## src/sv/crsm_pkg.sv

```systemverilog
// crsm_pkg: shared types and constants for the codepoint range set matcher
// no dependencies
package crsm_pkg;
    localparam int MaxRanges = 16;
    localparam int IdxW = $clog2(MaxRanges);
    localparam int CntW = $clog2(MaxRanges + 1);
    localparam int CpW = 21;

    localparam logic [0:0] ReqAdd = 1'b0;
    localparam logic [0:0] ReqTest = 1'b1;
    localparam logic [0:0] RegInvert = 1'b0;

    typedef enum logic [2:0] {
        ST_IDLE,
        ST_SCAN,
        ST_INS,
        ST_MERGE,
        ST_COMPACT,
        ST_OUT
    } state_t;
endpackage

```

## src/sv/codepoint_range_set_matcher.sv

```systemverilog
// codepoint_range_set_matcher: sorted disjoint range table with add and test requests
// depends on crsm_pkg
//
// channel | dir | transaction
// s_axis  | in  | tuser = req_type, tdata = bound_a, bound_b, code
// m_axis  | out | tdata = is_member, overflow, range_count
// apb     | in  | register 0 = invert_match
//
// each request scans the table one entry per cycle through a memory with one
// read port and one write port and a registered read; every entry that an add
// moves is first read and then written
// insert shifts entries up walking downward, merge compacts walking upward
// reset (aresetn low, synchronous) empties the table; entries are not cleared
// the input is stalled while a request is in work; a finished result waits in
// the output register, and the next finished request holds until it is taken
module codepoint_range_set_matcher (
    input  logic        aclk,
    input  logic        aresetn,
    input  logic        s_axis_tvalid,
    output logic        s_axis_tready,
    input  logic [63:0] s_axis_tdata,   // bound_a[20:0], bound_b[41:21], code[62:42]
    input  logic        s_axis_tuser,   // req_type
    output logic        m_axis_tvalid,
    input  logic        m_axis_tready,
    output logic [7:0]  m_axis_tdata,   // is_member[0], overflow[1], range_count[6:2]
    input  logic        psel,
    input  logic        penable,
    input  logic        pwrite,
    input  logic [1:0]  paddr,
    input  logic [31:0] pwdata,
    output logic [31:0] prdata,
    output logic        pready
);
    localparam int IW = crsm_pkg::IdxW;
    localparam int CW = crsm_pkg::CntW;
    localparam int PW = crsm_pkg::CpW;

    // table memory: one entry holds {low, high}
    logic [2*PW-1:0] mem [crsm_pkg::MaxRanges];
    logic [2*PW-1:0] rd_data;
    logic [IW-1:0]   rd_addr, wr_addr;
    logic            wr_en;
    logic [2*PW-1:0] wr_data;

    always_ff @(posedge aclk) begin
        if (wr_en) mem[wr_addr] <= wr_data;
        rd_data <= mem[rd_addr];
    end

    wire [PW-1:0] e_lo = rd_data[2*PW-1:PW];
    wire [PW-1:0] e_hi = rd_data[PW-1:0];

    crsm_pkg::state_t state_reg, state_next;
    logic [CW-1:0] count_reg, count_next;
    logic [CW-1:0] k_reg, k_next;        // read pointer in scan and compaction, destination in insert
    logic          rd_pend_reg, rd_pend_next;  // in scan, rd_data holds entry k_reg-1
    logic [CW-1:0] i_reg, i_next;        // first touched entry
    logic [CW-1:0] j_reg, j_next;        // first entry beyond range
    logic          found_i_reg, found_i_next;
    logic          req_reg;
    logic [PW-1:0] lo_reg, lo_next, hi_reg, hi_next, code_reg;
    logic          hit_reg, hit_next;
    logic          ovf_reg, ovf_next;
    logic          inv_reg;
    logic          outv_reg;
    logic [6:0]    m_data_reg;
    logic [PW:0]   lo_w, hi_w1;

    assign lo_w  = {1'b0, lo_reg};
    assign hi_w1 = {1'b0, hi_reg} + 1'b1;

    // configuration
    wire cfg_wr = psel && penable && pwrite && pready;
    assign pready = 1'b1;
    assign prdata = {31'd0, inv_reg};

    always_ff @(posedge aclk) begin
        if (!aresetn) inv_reg <= 1'b0;
        else if (cfg_wr && paddr == 2'(4 * crsm_pkg::RegInvert)) inv_reg <= pwdata[0];
    end

    assign s_axis_tready = (state_reg == crsm_pkg::ST_IDLE);
    assign m_axis_tvalid = outv_reg;
    assign m_axis_tdata  = {1'b0, m_data_reg};
    wire s_acc = s_axis_tvalid && s_axis_tready;
    // finished request moves into the output register once it is free
    wire out_load = (state_reg == crsm_pkg::ST_OUT) && (!outv_reg || m_axis_tready);

    always_ff @(posedge aclk) begin
        if (s_acc) begin
            req_reg  <= s_axis_tuser;
            code_reg <= s_axis_tdata[62:42];
        end
    end

    // next state and datapath
    always_comb begin
        state_next   = state_reg;
        count_next   = count_reg;
        k_next       = k_reg;
        rd_pend_next = 1'b0;
        i_next       = i_reg;
        j_next       = j_reg;
        found_i_next = found_i_reg;
        lo_next      = lo_reg;
        hi_next      = hi_reg;
        hit_next     = hit_reg;
        ovf_next     = ovf_reg;
        rd_addr      = k_reg[IW-1:0];
        wr_en        = 1'b0;
        wr_addr      = '0;
        wr_data      = '0;
        unique case (state_reg)
            crsm_pkg::ST_IDLE: begin
                if (s_acc) begin
                    if (s_axis_tdata[20:0] <= s_axis_tdata[41:21]) begin
                        lo_next = s_axis_tdata[20:0];
                        hi_next = s_axis_tdata[41:21];
                    end else begin
                        lo_next = s_axis_tdata[41:21];
                        hi_next = s_axis_tdata[20:0];
                    end
                    k_next       = '0;
                    found_i_next = 1'b0;
                    i_next       = count_reg;
                    j_next       = count_reg;
                    hit_next     = 1'b0;
                    ovf_next     = 1'b0;
                    state_next   = crsm_pkg::ST_SCAN;
                end
            end
            crsm_pkg::ST_SCAN: begin
                // examine entry k_reg-1 when pending, issue read of k_reg
                if (rd_pend_reg) begin
                    if (req_reg == crsm_pkg::ReqTest) begin
                        if (e_lo <= code_reg && code_reg <= e_hi) hit_next = 1'b1;
                    end else begin
                        if (!found_i_reg && ({1'b0, e_hi} + 1'b1) >= lo_w) begin
                            found_i_next = 1'b1;
                            i_next       = k_reg - 1'b1;
                        end
                        if ((found_i_reg || ({1'b0, e_hi} + 1'b1) >= lo_w)
                            && {1'b0, e_lo} > hi_w1 && j_reg == count_reg)
                            j_next = k_reg - 1'b1;
                        // merge extents of touched entries
                        if ((found_i_reg || ({1'b0, e_hi} + 1'b1) >= lo_w)
                            && {1'b0, e_lo} <= hi_w1 && j_reg == count_reg) begin
                            if (e_lo < lo_reg) lo_next = e_lo;
                            if (e_hi > hi_reg) hi_next = e_hi;
                        end
                    end
                end
                if (k_reg < count_reg) begin
                    k_next       = k_reg + 1'b1;
                    rd_pend_next = 1'b1;
                end else if (!rd_pend_reg) begin
                    if (req_reg == crsm_pkg::ReqTest) begin
                        hit_next   = hit_reg ^ inv_reg;
                        state_next = crsm_pkg::ST_OUT;
                    end else if (i_reg == j_reg) begin
                        if (count_reg >= CW'(crsm_pkg::MaxRanges)) begin
                            ovf_next   = 1'b1;
                            state_next = crsm_pkg::ST_OUT;
                        end else begin
                            k_next     = count_reg;
                            state_next = crsm_pkg::ST_INS;
                        end
                    end else begin
                        k_next     = j_reg;
                        state_next = crsm_pkg::ST_MERGE;
                    end
                end
            end
            crsm_pkg::ST_INS: begin
                // k_reg is destination; read k-1 then write it to k
                if (k_reg > i_reg) begin
                    rd_addr = IW'(k_reg - 1'b1);
                    if (rd_pend_reg) begin
                        wr_en   = 1'b1;
                        wr_addr = k_reg[IW-1:0];
                        wr_data = rd_data;
                        k_next  = k_reg - 1'b1;
                    end else begin
                        rd_pend_next = 1'b1;
                    end
                end else begin
                    wr_en      = 1'b1;
                    wr_addr    = i_reg[IW-1:0];
                    wr_data    = {lo_reg, hi_reg};
                    count_next = count_reg + 1'b1;
                    state_next = crsm_pkg::ST_OUT;
                end
            end
            crsm_pkg::ST_MERGE: begin
                wr_en   = 1'b1;
                wr_addr = i_reg[IW-1:0];
                wr_data = {lo_reg, hi_reg};
                // absorbed = j - i - 1; move j.. down to i+1..
                k_next     = j_reg;
                state_next = crsm_pkg::ST_COMPACT;
            end
            crsm_pkg::ST_COMPACT: begin
                if (k_reg < count_reg) begin
                    rd_addr = k_reg[IW-1:0];
                    if (rd_pend_reg) begin
                        wr_en   = 1'b1;
                        wr_addr = IW'(k_reg - j_reg + i_reg + 1'b1);
                        wr_data = rd_data;
                        k_next  = k_reg + 1'b1;
                    end else begin
                        rd_pend_next = 1'b1;
                    end
                end else begin
                    count_next = count_reg - (j_reg - i_reg - 1'b1);
                    state_next = crsm_pkg::ST_OUT;
                end
            end
            crsm_pkg::ST_OUT: begin
                if (!outv_reg || m_axis_tready) state_next = crsm_pkg::ST_IDLE;
            end
            default: state_next = crsm_pkg::ST_IDLE;
        endcase
    end

    always_ff @(posedge aclk) begin
        if (!aresetn) begin
            state_reg   <= crsm_pkg::ST_IDLE;
            count_reg   <= '0;
            rd_pend_reg <= 1'b0;
            outv_reg    <= 1'b0;
        end else begin
            state_reg   <= state_next;
            count_reg   <= count_next;
            rd_pend_reg <= rd_pend_next;
            if (out_load) outv_reg <= 1'b1;
            else if (m_axis_tready) outv_reg <= 1'b0;
        end
    end

    // output register: range_count, overflow, is_member
    always_ff @(posedge aclk) begin
        if (out_load) m_data_reg <= {count_reg, ovf_reg, hit_reg};
    end

    always_ff @(posedge aclk) begin
        k_reg       <= k_next;
        i_reg       <= i_next;
        j_reg       <= j_next;
        found_i_reg <= found_i_next;
        lo_reg      <= lo_next;
        hi_reg      <= hi_next;
        hit_reg     <= hit_next;
        ovf_reg     <= ovf_next;
    end

    // count never exceeds the table size
    assert property (@(posedge aclk) disable iff (!aresetn)
        count_reg <= CW'(crsm_pkg::MaxRanges))
        else $error("range count beyond table size");

    // an overflow result always reports a full table
    assert property (@(posedge aclk) disable iff (!aresetn)
        (m_axis_tvalid && m_data_reg[1]) |-> m_data_reg[6:2] == CW'(crsm_pkg::MaxRanges))
        else $error("overflow with room left");

    // a test request never changes the count
    assert property (@(posedge aclk) disable iff (!aresetn)
        (state_reg == crsm_pkg::ST_SCAN && req_reg == crsm_pkg::ReqTest)
        |=> count_reg == $past(count_reg))
        else $error("test changed the count");
endmodule

```

## config.mk

```make
export PLATFORM = sky130hd
export DESIGN_NAME = codepoint_range_set_matcher
export DESIGN_NICKNAME = d
export VERILOG_FILES = /design/src/sv/crsm_pkg.sv /design/src/sv/codepoint_range_set_matcher.sv
export SDC_FILE = /design/constraint.sdc
export NUM_CORES = 1
export LEC_CHECK = 0
export ABC_AREA = 1
export BUFFER_PORTS_ARGS = -buffer_cell sky130_fd_sc_hd__buf_2
export CORE_MARGIN = 2
export CORE_UTILIZATION = 56
export DETAILED_ROUTE_END_ITERATION = 12
export GPL_TIMING_DRIVEN = 0
export PLACE_DENSITY_LB_ADDON = 0.15
export SLEW_MARGIN = 15
export SYNTH_ARGS = -nofsm -noshare
export SYNTH_HDL_FRONTEND = slang
export SYNTH_SLANG_ARGS = --single-unit
```

## constraint.sdc

```tcl
create_clock -name aclk -period 4.4 [get_ports aclk]
set_input_delay 0.22 -clock aclk [delete_from_list [all_inputs] [get_ports aclk]]
set_output_delay 0.22 -clock aclk [all_outputs]
set_load 0.03 [all_outputs]
```

==> results.md <==
Timing:
- In the post-route analysis, the smallest setup slack over all paths is 0.2406 ns.
- Setup repair after global routing left no endpoint under its margin.
- The transition time at the pin with the least slew margin is 1.289 ns.
- Setup violations remaining at the end of the flow were counted as 0.
- The highest attainable clock frequency is 240.4 MHz.
- The number of slew-limit violations in the final report came to 0.
- The final critical-path share of the clock period is 0.9453.
- Clock skew on the completed layout was measured at 0.03173 ns.
- The shortest period the worst path allows is 4.159 ns.
- The headroom to the max-slew limit is 0.1405.
- The hold violation total from the final report came to 0.

Critical path:
- The largest fanout on the critical path is 5.
- The launching instance or port of the critical path is hi_reg[0].
- The sort of element at the start of the critical path is a register.
- The setup path with the least slack is of type register to register.
- The data arrival time of the critical path is 4.44 ns.
- The worst setup path is captured at a register.
- At the worst endpoint, the required time is 4.68 ns.
- The critical register-to-register path startpoint is hi_reg[0].

Die:
- The starting density of the core is 0.5641.
- The floorplan step set the die height to 272.1 um.
- In this run the horizontal extent of the chip is 272.1 um.
- 149 I/O pins were placed.
- The die covers 74040 um^2.
- The core region is 71360 um^2.
- The floorplan has 98 rows.

Global route:
- The combined global-route utilization of all metal layers is 0.3502.
- The remaining global-route overflow is 0.
- The number of antenna violations at the first check in global routing is 1.
- Entering global routing, the biggest net connects 24 pins.
- The first global-routing pass estimated 189.5 mm of wire.
- The via count of the first global-routing pass is 29550.

Placed design:
- The total placed cells including tap cells is 5241.
- The routability-driven placement congestion ratio is 0.9852.
- The worst setup slack after placement is -0.2012 ns.
- The placed instance area is 43350 um^2.
- The sum of net half-perimeters after detailed placement is 93.66 mm.
- The count of buffers from port buffering is 83.

Logic synthesis:
- In the synthesized netlist the async set-or-reset flop fraction comes to 0.
- The number of register bits inferred by synthesis is 814.
- In the post-synthesis netlist, the cell with the most instances is sky130_fd_sc_hd__nand2_1.
- The post-synthesis cell count is 4116.
- In the synthesized netlist the dominant register cell turns out to be sky130_fd_sc_hd__edfxtp_1.
- The number of warnings reported in the yosys synthesis log is 0.
- By area the synthesized netlist is led by sky130_fd_sc_hd__edfxtp_1, sky130_fd_sc_hd__nand2_1, sky130_fd_sc_hd__nand3_1.
- The netlist area before placement is 40250 um^2.
- Counting instances in the post-synthesis netlist gives the leading cell types as sky130_fd_sc_hd__nand2_1, sky130_fd_sc_hd__edfxtp_1, sky130_fd_sc_hd__nand3_1.
- The portion of synthesized cell area occupied by the leading cell type is 0.5677.
- The sequential share of the synthesized area is 0.5940.
- In this run, distinct cell masters in the synthesized netlist total 48.
- A synthesized cell averages 9.780 um^2.
- sky130_fd_sc_hd__edfxtp_1 takes more of the synthesized area than any other cell.
- Yosys mapped a number of flops with a built-in enable equal to 761.

Detailed routing:
- The number of vias after detailed routing is 32030.
- The total iterations of the first detailed-routing run is 7.
- Once detail routing completed, the nets flagged for antenna violations numbered 0.
- The initial DRC count is 4721.
- Using the TritonRoute via totals, the vias-per-cell ratio works out to 5.896.
- Wires add up to 130.1 mm.
- For this run, design rule violations remaining after detail routing come to 0.
- The routed length per instance is 23.95 um.

Clock network:
- Clock latency on the worst-skew pair, taken at its later pin, is 0.67 ns.
- Clock-pin slew was measured on the worst setup and hold paths at 0.07 ns.
- The H-tree was split into 3 levels.
- In this run the clock root is driven by a sky130_fd_sc_hd__clkbuf_16.
- The number of clock sinks is 814.
- TritonCTS built the clock tree.
- Counting the buffers created by CTS gives 85.
- The maximum buffer depth of the clock tree is 3.

Finish:
- The filler cells instantiated in the layout total 5607.
- Of the cells placed in the final design, the portion with a size suffix greater than 1 is 0.1119.
- The count of cells in the finished layout, fillers not included, comes to 5432.
- Compared with the post-synthesis result, the final layout area differs by 15.43%.
- The largest registers in the layout are mem x672, rd_data x42.
- The register with the most flip-flops in the layout has 672 of them.
- The final instance area is 46470 um^2.
- The post-layout net count is 4699.
- The top register by number of flip-flops is mem.

Pwr:
- Summed over all nets, the switching power comes to 14.63 mW.
- The share of total power dissipated in the clock network is 0.216.
- Of the total power, combinational logic draws 0.451.
- The switching power share of the total is 0.4467.
- The share of total power in sequential cells is 0.333.
- The analysis attributes to cell leakage a power of 19.75 nW.
- Cell internal power was estimated by the tool at 18.12 mW.
- The largest vdd supply drop is 412.1 uV.
- The power per standard cell area is 705.0 nW/um^2.

Hold path:
- In this run the most critical hold path is launched from s_axis_tdata[32].
- The min-delay analysis places its worst path in the category input pin to register.

Status:
- The run finished with clean final reports.

Job:
- The number of violations of the max-capacitance limit is 0.
[through the flow]
| stage | util | power [mW] | hold slack [ns] | TNS [ns] |
|---|---|---|---|---|
| 2_1_floorplan | - | 19.51 | 0.3176 | -77.92 |
| 3_3_place_gp | 0.5884 | 24.64 | 0.3959 | -1565.10 |
| 4_1_cts | 0.6499 | 32.29 | 0.002319 | 0 |
| 5_1_grt | 0.6510 | 34.45 | 0.03072 | 0 |
| 3_5_place_dp | 0.6075 | 25.20 | 0.3989 | -5.435 |
| 6_report | 0.6511 | 32.76 | 0.02222 | 0 |
[layout by cell type, fill, tap and decap left out, types with 20 or more instances in the layout]
| cell | n |
|---|---|
| sky130_fd_sc_hd__nor2_1 | 80 |
| sky130_fd_sc_hd__nand3_1 | 749 |
| sky130_fd_sc_hd__clkbuf_16 | 86 |
| sky130_fd_sc_hd__o21ai_0 | 42 |
| sky130_fd_sc_hd__xor2_1 | 49 |
| sky130_fd_sc_hd__buf_4 | 73 |
| sky130_fd_sc_hd__buf_12 | 28 |
| sky130_fd_sc_hd__buf_2 | 192 |
| sky130_fd_sc_hd__ha_1 | 173 |
| sky130_fd_sc_hd__clkbuf_1 | 92 |
| sky130_fd_sc_hd__conb_1 | 33 |
| sky130_fd_sc_hd__nand2_1 | 1285 |
| sky130_fd_sc_hd__inv_1 | 380 |
| sky130_fd_sc_hd__dlygate4sd3_1 | 29 |
| sky130_fd_sc_hd__a21oi_1 | 79 |
| sky130_fd_sc_hd__dfxtp_1 | 48 |
| sky130_fd_sc_hd__nor2_4 | 20 |
| sky130_fd_sc_hd__edfxtp_1 | 761 |
| sky130_fd_sc_hd__nand3b_1 | 43 |
[what timing repair did]
action                                 in CTS  in global routing
pin swaps                                   0                  3
resized for setup                           4                  8
setup endpoints to repair                  42                 66
setup buffers                               0                  6
endpoints found under the hold margin      33                  0
hold buffers                               29                  0
[power groups by stage]
stage | clock network [mW] | logic [mW] | registers (mW)
floorplan | 0 | 9.13 | 10.4
global placement | 0 | 13.6 | 11.0
detailed placement | 0 | 14.2 | 11.0
CTS | 7.09 | 14.4 | 10.8
global route | 7.40 | 16.1 | 10.9
finish | 7.09 | 14.8 | 10.9
[layout make-up]
cell class                      instances  area, um^2  area share
Timing Repair Buffer                  179        1715     0.03692
Inverter                              387        1453     0.03126
Multi-Input combinational cell       2706       14220      0.3061
Clock inverter                         33       335.3    0.007217
Sequential cell                       814       23920      0.5148
Tap cell                              950        1189     0.02558
Clock buffer                          120        2380     0.05122
Antenna cell                            3       7.507   0.0001616
Buffer                                240        1244     0.02677
[per-layer routing]
| layer | share of wire | wire, um | vias up | global-route usage |
|---|---|---|---|---|
| li1 | - | - | 14520 | - |
| met1 | 0.40 | 52300 | 15250 | 0.5036 |
| met2 | 0.43 | 56150 | 1932 | 0.5184 |
| met3 | 0.12 | 15620 | 329 | 0.07529 |
| met4 | 0.047 | 6052 | 0 | 0.1457 |
| met5 | 0 | 0 | - | 0 |
[critical path, stage by stage, from the launching register on]
cell and delay [ns]:
sky130_fd_sc_hd__edfxtp_1 0.50, sky130_fd_sc_hd__ha_1 0.25, sky130_fd_sc_hd__nand3_1 0.13, sky130_fd_sc_hd__nor2_1 0.11, sky130_fd_sc_hd__nand2_1 0.09, sky130_fd_sc_hd__nor3_2 0.27, sky130_fd_sc_hd__inv_1 0.14, sky130_fd_sc_hd__nor3_2 0.24
sky130_fd_sc_hd__nand2_1 0.11, sky130_fd_sc_hd__xor2_1 0.15, sky130_fd_sc_hd__ha_1 0.30, sky130_fd_sc_hd__nand2_1 0.06, sky130_fd_sc_hd__inv_1 0.06, sky130_fd_sc_hd__nand2_1 0.05, sky130_fd_sc_hd__nor2_1 0.17, sky130_fd_sc_hd__and3_1 0.18
sky130_fd_sc_hd__nand2_1 0.08, sky130_fd_sc_hd__nand2_1 0.18, sky130_fd_sc_hd__nand2_1 0.07, sky130_fd_sc_hd__nor2_1 0.10, sky130_fd_sc_hd__nand2_1 0.06, sky130_fd_sc_hd__a21oi_1 0.45
[path summary, 6_finish.rpt]
| kind | depth (start not counted) | slack (ns) | endpoint |
|---|---|---|---|
| setup / recovery | 21 | 0.24 | j_reg[2] |
| hold / removal | 5 | 0.02 | lo_reg[11] |
| setup reg to reg | 21 | 0.24 | j_reg[2] |
| hold reg to reg | 0 | 0.46 | m_data_reg[3] |
[logic make-up (layout without fill, tap and decap cells)]
| logic type | count (synthesis) | count (layout) | share of synthesized area |
|---|---|---|---|
| AO/OA/AOI/OAI | 202 | 202 | 0.02962 |
| XOR/XNOR | 59 | 59 | 0.01284 |
| adder cells (fa/ha/maj) | 180 | 180 | 0.05725 |
| buffers and inverters | 627 | 959 | 0.06698 |
| flip-flops | 814 | 814 | 0.5940 |
| other | 2 | 36 | 0.0001866 |
| AND/OR/NAND/NOR | 2232 | 2232 | 0.2391 |
(Power assumes the default switching activity.)
